`config.mk`:
```
export PLATFORM = sky130hd
export DESIGN_NAME = byte_stuffing_frame_builder_flat
export DESIGN_NICKNAME = d
export VERILOG_FILES = /design/src/rtl/bsfb_pkg.sv /design/src/rtl/bsfb_intf.sv /design/src/rtl/bsfb_frame_ctl.sv /design/src/rtl/bsfb_byte_seq.sv /design/src/rtl/byte_stuffing_frame_builder.sv /design/src/flat_wrapper.sv
export SDC_FILE = /design/constraint.sdc
export NUM_CORES = 1
export LEC_CHECK = 0
export ABC_AREA = 1
export BUFFER_PORTS_ARGS = -buffer_cell sky130_fd_sc_hd__buf_4
export CAP_MARGIN = 20
export CELL_PAD_IN_SITES_DETAIL_PLACEMENT = 0
export CELL_PAD_IN_SITES_GLOBAL_PLACEMENT = 2
export CORE_MARGIN = 3
export CORE_UTILIZATION = 32
export DETAILED_ROUTE_END_ITERATION = 16
export GPL_TIMING_DRIVEN = 0
export PLACE_DENSITY_LB_ADDON = 0.1
export SETUP_SLACK_MARGIN = 0.15
export SLEW_MARGIN = 20
export SYNTH_ARGS = -nofsm -noshare
export SYNTH_HDL_FRONTEND = slang
export SYNTH_SLANG_ARGS = --single-unit
```
`constraint.sdc`:
```
create_clock -name i_clk -period 2.66 [get_ports i_clk]
set_clock_uncertainty 0.1 [all_clocks]
set_input_delay 0.399 -clock i_clk [delete_from_list [all_inputs] [get_ports i_clk]]
set_output_delay 0.399 -clock i_clk [all_outputs]
set_load 0.005 [all_outputs]
```
`src/rtl/bsfb_pkg.sv`:
```
// Shared types and constants for the byte-stuffing frame builder.
package bsfb_pkg;

    localparam logic [7:0] START_BYTE = 8'hFF;
    localparam logic [7:0] STUFF_BYTE = 8'hFE;

    // One bit for each byte an input word can cause, in line order.
    typedef logic [4:0] t_mask;

    localparam t_mask M_START = 5'b00001;
    localparam t_mask M_LEN   = 5'b00010;
    localparam t_mask M_DATA  = 5'b00100;
    localparam t_mask M_STUFF = 5'b01000;
    localparam t_mask M_CHK   = 5'b10000;

    // Everything the byte sequencer needs to emit the bytes of one input word.
    typedef struct packed {
        t_mask      mask;
        logic [7:0] data;
        logic [7:0] len;
        logic [7:0] check;
    } t_plan;

endpackage

```
`src/rtl/bsfb_intf.sv`:
```
// Handshake channels of the frame builder: payload words in, line bytes out.
interface bsfb_in_if;
    logic       valid;
    logic       ready;
    logic [7:0] payload_byte;
    logic       last_byte;

    modport source (output valid, output payload_byte, output last_byte, input ready);
    modport sink   (input valid, input payload_byte, input last_byte, output ready);
endinterface

interface bsfb_out_if;
    logic       valid;
    logic       ready;
    logic [7:0] out_byte;
    logic       run_end;
    logic       frame_end;

    modport source (output valid, output out_byte, output run_end, output frame_end,
                    input ready);
    modport sink   (input valid, input out_byte, input run_end, input frame_end,
                    output ready);
endinterface

```
`src/rtl/bsfb_frame_ctl.sv`:
```
// Frame state, length register and per-word byte plan with checksum.
module bsfb_frame_ctl (
    input  logic           i_clk,
    input  logic           i_rst_n,
    input  logic           i_cfg_we,
    input  logic [7:0]     i_cfg_wdata,
    input  logic           i_accept,
    input  logic [7:0]     i_payload_byte,
    input  logic           i_last_byte,
    output bsfb_pkg::t_plan o_plan
);
    import bsfb_pkg::*;

    logic       r_in_frame;
    logic [7:0] r_sum;
    logic [7:0] r_frame_length;
    logic       n_in_frame;
    logic [7:0] n_sum;
    logic       w_hdr;
    logic [7:0] w_base;
    logic [7:0] w_total;

    always_comb begin
        w_hdr   = !r_in_frame;
        w_base  = w_hdr ? r_frame_length : r_sum;
        w_total = w_base + i_payload_byte;

        o_plan.mask  = {i_last_byte, (i_payload_byte == START_BYTE), 1'b1, w_hdr, w_hdr};
        o_plan.data  = i_payload_byte;
        o_plan.len   = r_frame_length;
        o_plan.check = 8'(9'h100 - {1'b0, w_total});

        // close the frame on the last word, else keep summing
        n_in_frame = !i_last_byte;
        n_sum      = i_last_byte ? 8'h00 : w_total;
    end

    always_ff @(posedge i_clk) begin
        if (!i_rst_n) begin
            r_in_frame     <= 1'b0;
            r_sum          <= 8'h00;
            r_frame_length <= 8'h00;
        end else begin
            if (i_cfg_we) begin
                r_frame_length <= i_cfg_wdata;
            end
            if (i_accept) begin
                r_in_frame <= n_in_frame;
                r_sum      <= n_sum;
            end
        end
    end

endmodule

```
`src/rtl/bsfb_byte_seq.sv`:
```
// Pending-byte and output registers: one line byte a cycle unless the output stalls.
module bsfb_byte_seq (
    input  logic            i_clk,
    input  logic            i_rst_n,
    input  bsfb_pkg::t_plan i_plan,
    input  logic            i_in_valid,
    output logic            o_in_ready,
    output logic            o_out_valid,
    input  logic            i_out_ready,
    output logic [7:0]      o_out_byte,
    output logic            o_run_end,
    output logic            o_frame_end
);
    import bsfb_pkg::*;

    t_mask      r_mask;
    logic [7:0] r_data;
    logic [7:0] r_len;
    logic [7:0] r_check;
    logic       r_out_valid;
    logic [7:0] r_out_byte;
    logic       r_run_end;
    logic       r_frame_end;

    t_mask      w_low;
    t_mask      w_rest;
    logic       w_load;
    logic       w_accept;
    logic [7:0] n_out_byte;

    always_comb begin
        w_low    = r_mask & (~r_mask + 5'd1);
        w_rest   = r_mask & ~w_low;
        w_load   = (r_mask != '0) && (!r_out_valid || i_out_ready);
        // take a new word once the held one has gone or sends its final byte now
        o_in_ready = (r_mask == '0) || (w_load && (w_rest == '0));
        w_accept   = i_in_valid && o_in_ready;

        case (w_low)
            M_START: n_out_byte = START_BYTE;
            M_LEN:   n_out_byte = r_len;
            M_STUFF: n_out_byte = STUFF_BYTE;
            M_CHK:   n_out_byte = r_check;
            default: n_out_byte = r_data;
        endcase
    end

    always_ff @(posedge i_clk) begin
        if (!i_rst_n) begin
            r_mask      <= '0;
            r_out_valid <= 1'b0;
        end else begin
            if (w_accept) begin
                r_mask <= i_plan.mask;
            end else if (w_load) begin
                r_mask <= w_rest;
            end
            if (w_load) begin
                r_out_valid <= 1'b1;
            end else if (i_out_ready) begin
                r_out_valid <= 1'b0;
            end
        end
    end

    always_ff @(posedge i_clk) begin
        if (w_accept) begin
            r_data  <= i_plan.data;
            r_len   <= i_plan.len;
            r_check <= i_plan.check;
        end
        if (w_load) begin
            r_out_byte  <= n_out_byte;
            r_run_end   <= (w_rest == '0);
            r_frame_end <= (w_low == M_CHK);
        end
    end

    assign o_out_valid = r_out_valid;
    assign o_out_byte  = r_out_byte;
    assign o_run_end   = r_run_end;
    assign o_frame_end = r_frame_end;

    a_chk_ends_run: assert property (@(posedge i_clk) disable iff (!i_rst_n)
        r_out_valid && r_frame_end |-> r_run_end)
        else $error("checksum byte not marked as end of run");

    a_accept_loads_plan: assert property (@(posedge i_clk) disable iff (!i_rst_n)
        w_accept |=> r_mask == $past(i_plan.mask))
        else $error("accepted word plan not held");

    a_load_needs_pending: assert property (@(posedge i_clk) disable iff (!i_rst_n)
        w_load |=> r_out_valid)
        else $error("loaded byte not presented");

    a_ready_when_empty: assert property (@(posedge i_clk) disable iff (!i_rst_n)
        (r_mask == '0) |-> o_in_ready)
        else $error("idle sequencer refuses input");

endmodule

```
`src/rtl/byte_stuffing_frame_builder.sv`:
```
// Top level of the byte-stuffing frame builder with checksum.
// Payload words (a byte and a last-of-frame flag) go in on i_in; line bytes come
// out on o_out. The first word of a frame yields the start byte 0xFF and the
// length byte from the frame_length register ahead of the payload byte; a
// payload byte of 0xFF is followed by a stuffing byte 0xFE; the last word is
// followed by the checksum, the two's complement of length plus payload bytes,
// flagged by frame_end. run_end marks the final byte caused by each word. One
// input word causes 1 to 5 line bytes; the output register sends one byte a
// cycle when o_out.ready allows, and with that a plain payload word streams at
// one word a cycle. A new word is taken in the same cycle the last byte of the
// previous one moves to the output register. frame_length is sampled when a
// frame opens; write it through i_cfg_we/i_cfg_wdata while the block is idle.
module byte_stuffing_frame_builder (
    input  logic              i_clk,
    input  logic              i_rst_n,
    input  logic              i_cfg_we,
    input  logic [7:0]        i_cfg_wdata,
    bsfb_in_if.sink           i_in,
    bsfb_out_if.source        o_out
);
    import bsfb_pkg::*;

    t_plan w_plan;
    logic  w_in_ready;
    logic  w_accept;

    // a word is taken when the sequencer can hold it
    assign w_accept   = i_in.valid && w_in_ready;
    assign i_in.ready = w_in_ready;

    // frame state and checksum, planned as the word is taken
    bsfb_frame_ctl u_ctl (
        .i_clk          (i_clk),
        .i_rst_n        (i_rst_n),
        .i_cfg_we       (i_cfg_we),
        .i_cfg_wdata    (i_cfg_wdata),
        .i_accept       (w_accept),
        .i_payload_byte (i_in.payload_byte),
        .i_last_byte    (i_in.last_byte),
        .o_plan         (w_plan)
    );

    // drain the planned bytes one a cycle to the output register unless stalled
    bsfb_byte_seq u_seq (
        .i_clk       (i_clk),
        .i_rst_n     (i_rst_n),
        .i_plan      (w_plan),
        .i_in_valid  (i_in.valid),
        .o_in_ready  (w_in_ready),
        .o_out_valid (o_out.valid),
        .i_out_ready (o_out.ready),
        .o_out_byte  (o_out.out_byte),
        .o_run_end   (o_out.run_end),
        .o_frame_end (o_out.frame_end)
    );

endmodule
```
`src/flat_wrapper.sv`:
```
// flat-port wrapper written by rule: the top's interface ports become plain ports
module byte_stuffing_frame_builder_flat import bsfb_pkg::*;
  (i_clk, i_rst_n, i_cfg_we, i_cfg_wdata, i_in_valid, i_in_payload_byte, i_in_last_byte, i_in_ready, o_out_valid, o_out_out_byte, o_out_run_end, o_out_frame_end, o_out_ready);
  bsfb_in_if i_in_i ();
  bsfb_out_if o_out_i ();
  input  logic i_clk;
  input  logic i_rst_n;
  input  logic i_cfg_we;
  input  logic [7:0] i_cfg_wdata;
  input wire logic [$bits(i_in_i.valid)-1:0] i_in_valid;
  input wire logic [$bits(i_in_i.payload_byte)-1:0] i_in_payload_byte;
  input wire logic [$bits(i_in_i.last_byte)-1:0] i_in_last_byte;
  output wire logic [$bits(i_in_i.ready)-1:0] i_in_ready;
  output wire logic [$bits(o_out_i.valid)-1:0] o_out_valid;
  output wire logic [$bits(o_out_i.out_byte)-1:0] o_out_out_byte;
  output wire logic [$bits(o_out_i.run_end)-1:0] o_out_run_end;
  output wire logic [$bits(o_out_i.frame_end)-1:0] o_out_frame_end;
  input wire logic [$bits(o_out_i.ready)-1:0] o_out_ready;
  assign i_in_i.valid = i_in_valid;
  assign i_in_i.payload_byte = i_in_payload_byte;
  assign i_in_i.last_byte = i_in_last_byte;
  assign i_in_ready = i_in_i.ready;
  assign o_out_valid = o_out_i.valid;
  assign o_out_out_byte = o_out_i.out_byte;
  assign o_out_run_end = o_out_i.run_end;
  assign o_out_frame_end = o_out_i.frame_end;
  assign o_out_i.ready = o_out_ready;
  byte_stuffing_frame_builder u_core (.i_clk(i_clk), .i_rst_n(i_rst_n), .i_cfg_we(i_cfg_we), .i_cfg_wdata(i_cfg_wdata), .i_in(i_in_i), .o_out(o_out_i));
endmodule
```
* Word-level counts from Yosys, hierarchy flattened *
Index checks and enable logic that the tools add are counted.

operators by class
  add/subtract/negate cells = 3
  equality and inequality tests = 5
  mux-type cells = 7
  bitwise gates (word level) = 4
  reduce and logical (&&, ||, !) cells = 13

operator list
  operator                                             count
  case mux 8 bit (4 select lines)                      1
  two-way mux 8 bit                                    2
  AND 5 bit                                            2
  zero test 5 bit                                      2
  two-way mux 5 bit                                    2
  NOT 5 bit                                            2
  adder 8 bit                                          1
  equality test 8 bit, second input constant           1
  subtractor 1 x 8 -> 8 bit, first input constant      1
  adder 5 x 1 -> 5 bit, second input constant          1
  equality test 5 x 1 -> 1 bit, second input constant  1
  equality test 5 x 2 -> 1 bit, second input constant  1
  equality test 5 x 4 -> 1 bit, second input constant  1
  equality test 5 bit, second input constant           1
  nonzero test 5 bit                                   1
  nonzero test 2 bit                                   2
  logical AND 1 bit                                    3
  zero test 1 bit                                      3
  logical OR 1 bit                                     2
  two-way mux 1 bit                                    2

storage, ports and cells
  register bits after elaboration = 57
  output and inout port bits = 12
  word-level logic and storage cells = 43

* Depth between registers and ports, before layout *
  word-level depth = 10
  depth in mapped cells = 15

* Modules after synthesis *
Synthesis repeated with hierarchy kept, for this count alone.

second synthesis, totals
  cell total of the unflattened synthesis = 353
  area total of the unflattened synthesis = 3031.7 sq um

by module, submodules not included
  module                       instances  cells each  area each (sq um)  sequential area each (sq um)
  bsfb_byte_seq                1          132         1612.8             1141.1
  bsfb_frame_ctl               1          219         1411.4             340.3
  byte_stuffing_frame_builder  1          2           7.5                0.0

* Least setup slack after synthesis *
No wires, ideal clock.

  kind = flip-flop to flip-flop
  start point = reg u_core.u_ctl.r_in_frame
  end point = reg u_core.u_seq.r_check[7], data pin
  data arrival time = 2210 ps
  setup slack = 97 ps
  stages on the path, launching flop included = 14
  buffers on the path = 1
  clock period less this slack = 2563 ps
  cell sequence = dfxtp_1 -> buf_2 -> clkinv_1 -> nand2_1 -> nand2_1 -> ha_1 -> fa_1 -> xor2_1 -> nor3_1 -> nand3_1 -> nor2_1 -> nand2_1 -> nand2_1 -> nand2_1

RTL lines
  item                    line                  source
  start, declared         bsfb_frame_ctl.sv:14  logic r_in_frame;
  start signal, assigned  bsfb_frame_ctl.sv:48  r_in_frame <= n_in_frame;
  end signal, assigned    bsfb_byte_seq.sv:70   r_check <= i_plan.check;
  end, declared           bsfb_byte_seq.sv:19   logic [7:0] r_check;

==> metrics.yaml <==
clockRootBuffer: "clkbuf_8"
gr-usage-all-layers: 0.149
wl_mm: 6.76
ys.warnings.count: 0
ys_types: 29
grt_pass1_vias: 2071
path_buf_inv: 2
cts_made_buffers: 9
route.detailed.drc: 0
synth_top_family_by_area: "simple AND/OR/NAND/NOR gates"
cp.required_ns: 2.64
grt-ovfl-total: 0
syn_nets: 320
cp_max_fo: 5
arrival_ns: 2.48
critPathSlowestCell: "fa_2"
regToRegEndpoint: "u_core.u_seq.r_check[7]$_DFFE_PP_"
synth.cell_area_um2: 2690
start_kind: "flip-flop"
num_rows: 32
cp_common_cell: "nand2_1"
drtPass1Iterations: 4
core_area_um2: 7930
holdCritPathClass: "input port to flip-flop"
synth_mux_area_frac: 0
n_fill_cell: 793
max_freq_mhz: 400
clkSlewWorstSetupHoldPaths_ns: 0.07
fp.dieArea_um2: 9540
dieHeight_um: 97.7
wire_per_inst_um: 14.8
diodes: 0
syn_inst: 289
ant_nets: 0
gp_congestion: 0.799
slew_headroom: 0.591
cts_tree: "done"
syn_avg_cell_area_um2: 9.31
htreeDepth: 3
ir_worst_vdd_mv: 0.298
rsz0062_at_grt: "true"
cts.sinks: 57
cap_viol_max_count: 0
post-place-ws_ns: -0.407
synthSimpleGateAreaFrac: 0.237
rr_startpoint: "u_core.u_ctl.r_in_frame$_SDFFE_PN0P_"
slowest_delay_ns: 0.42
holdWs_ns: 0.178
outcome: "finished, final reports clean"
path_delay_family: "simple AND/OR/NAND/NOR gates"
setup_viol: 0
vias: 2178
grt_max_degree: 26
final_hold_viol_count: 0
powerDensity_nw_per_um2: 1010
fin_nets: 382
worstSetupPathType: "flip-flop to flip-flop"
yosysSeqAreaShare: 0.551
synth-compound-area-share: 0.0865
fin_ws_ns: 0.157
ys_async_sr_fraction: 0
slew_viol_final: 0
r2r_slack_ns: 0.16
min_path_cells: 1
hold_path.startpoint: "i_in_payload_byte[3]"
grt_first_pass_wirelength_mm: 10.9
ios: 34
synth_seq_cells: 57
endpoint_kind: "flip-flop"
synthAdderAreaFrac: 0.0447
drive_above_1_share: 0.284
period_minus_slack_ns: 2.50
initialDrtViolationCount: 83
synth_edf_count: 34
rr_worst_depth: 13
tightestPinTransition_ns: 0.612
hpwl_mm: 4.93
leakage_nw: 1.56
portBuffers: 33
start_util: 0.339
antenna_found_initial: 0
post-route-period-util: 0.941
area_delta_synth_final_pct: 34.5
yosys.area_share.xor_xnor: 0.0386
via_per_inst: 4.76
dieWidth_um: 97.7
synth_flop_cell: "edfxtp_1"
min_to: "u_core.u_seq.r_data[3]$_DFFE_PP_"
insertion_delay_ns: 0.33
clk_path_buf_depth: 2
path_cells: "buf_6 -> clkinv_8 -> nand2_4 -> nand2_4 -> ha_4 -> fa_2 -> xor2_4 -> nor3_2 -> nand3_2 -> nor2_2 -> nand2_1 -> nand2_1 -> nand2_1"
per-layer routing:
layer	up-vias	GRT usage	wire length (um)
li1	1103	-	-
met1	1022	0.204	3210
met2	45	0.229	3140
met3	8	0.0366	320
met4	0	0.0543	82
met5	-	0	0
cell families after synthesis:
group	count (synthesis)
adders and majority gates	9
xor gates and xnor gates	11
and+or+nand+nor	145
DFF	57
buffers and inverters	28
AOI/OAI and AO/OA	39
worst reg2reg max path: cells and delay by family (launching register included):
family                   cells  cell delay, ns
adder cells (fa/ha/maj)      2            0.59
AND/OR/NAND/NOR              8            0.81
flip-flops                   1            0.32
XOR/XNOR                     1            0.22
buffers and inverters        2            0.20
stage by stage:
step	std cells	TNS, ns	total power, mW	util	instance area [um2]
finish	458	0	3.64	0.456	3620
global route	458	0	3.88	0.456	3620
CTS	451	0	3.61	0.440	3490
detailed placement	424	-1.41	2.50	0.387	3070
global placement	424	-1.54	2.49	0.387	3070
floorplan	289	0	2.09	-	2700
layout by cell type, fill, tap and decap left out, types with 3 or more instances in the layout:
master	instances
nand2_1	83
buf_4	49
edfxtp_1	34
nor2_1	23
inv_1	22
dfxtp_1	22
a21oi_1	18
nand3_1	12
clkbuf_8	10
a221oi_1	8
o21ai_0	8
xor2_1	6
nand2_4	5
nand4_1	5
ha_1	5
nand2_2	4
clkinvlp_4	3
buf_6	3
ha_4	3
bufinv_16	3
flip-flops by register name, indices dropped and copies added (netlist names), 5 cells and up:
register / cells
u_core.u_seq.r_data: 8
u_core.u_seq.o_out_byte: 8
u_core.u_ctl.r_sum: 8
u_core.u_ctl.r_frame_length: 8
u_core.u_seq.r_check: 8
u_core.u_seq.r_len: 8
u_core.u_seq.r_mask: 5
final cells by class:
type	instances	area (um2)	area share
Sequential cell	57	1480	0.410
Multi-Input combinational cell	204	1220	0.337
Timing Repair Buffer	51	399	0.110
Clock buffer	10	138	0.0380
Tap cell	102	128	0.0353
Clock inverter	6	114	0.0315
Inverter	25	110	0.0304
Buffer	3	26.3	0.00726
what timing repair did:
item / 4_1_cts / 5_1_grt
hold buffers: 0 / 0
resized for setup: 14 / 20
setup buffers: 11 / 7
endpoints found under the setup margin: 13 / 27
pin swaps: 6 / 13
cloned: 0 / 0
synthesized netlist by cell type (2+ instances only):
cell type   n  area [um2]
xor2_1      8        70.1
or2_2       2        12.5
a221oi_1    8        70.1
o211ai_1    2        15.0
nand4_1     5        31.3
xnor2_1     2        17.5
nand3b_1    2        15.0
nand2_1    90         338
dfxtp_1    23         460
nand2_4     2        22.5
o21ai_0     8        40.0
ha_1        8         100
inv_1      24        90.1
nor2_1     25        93.8
a21oi_1    20         100
nand3_1    14        70.1
edfxtp_1   34        1020
power breakdown:
group          internal (mW)  total (mW)  leakage (nW)  switching (mW)
registers               1.29        1.40         0.521           0.105
clock network          0.651        1.02         0.119           0.367
logic                  0.508        1.23         0.921           0.721
total                   2.45        3.64          1.56            1.19
worst max-delay path by stage:
stage                     cells past startpoint  slack [ns]                            startpoint                           endpoint
after floorplan                              13        0.17  u_core.u_ctl.r_in_frame$_SDFFE_PN0P_  u_core.u_seq.r_check[7]$_DFFE_PP_
after global placement                       13       -0.43  u_core.u_ctl.r_in_frame$_SDFFE_PN0P_  u_core.u_seq.r_check[7]$_DFFE_PP_
after detailed placement                     13       -0.41  u_core.u_ctl.r_in_frame$_SDFFE_PN0P_  u_core.u_seq.r_check[7]$_DFFE_PP_
after CTS                                    14        0.15  u_core.u_ctl.r_in_frame$_SDFFE_PN0P_  u_core.u_seq.r_check[7]$_DFFE_PP_
after global routing                         13        0.05  u_core.u_ctl.r_in_frame$_SDFFE_PN0P_  u_core.u_seq.r_check[7]$_DFFE_PP_
final                                        13        0.16  u_core.u_ctl.r_in_frame$_SDFFE_PN0P_  u_core.u_seq.r_check[7]$_DFFE_PP_
(Power assumes the default switching activity.)
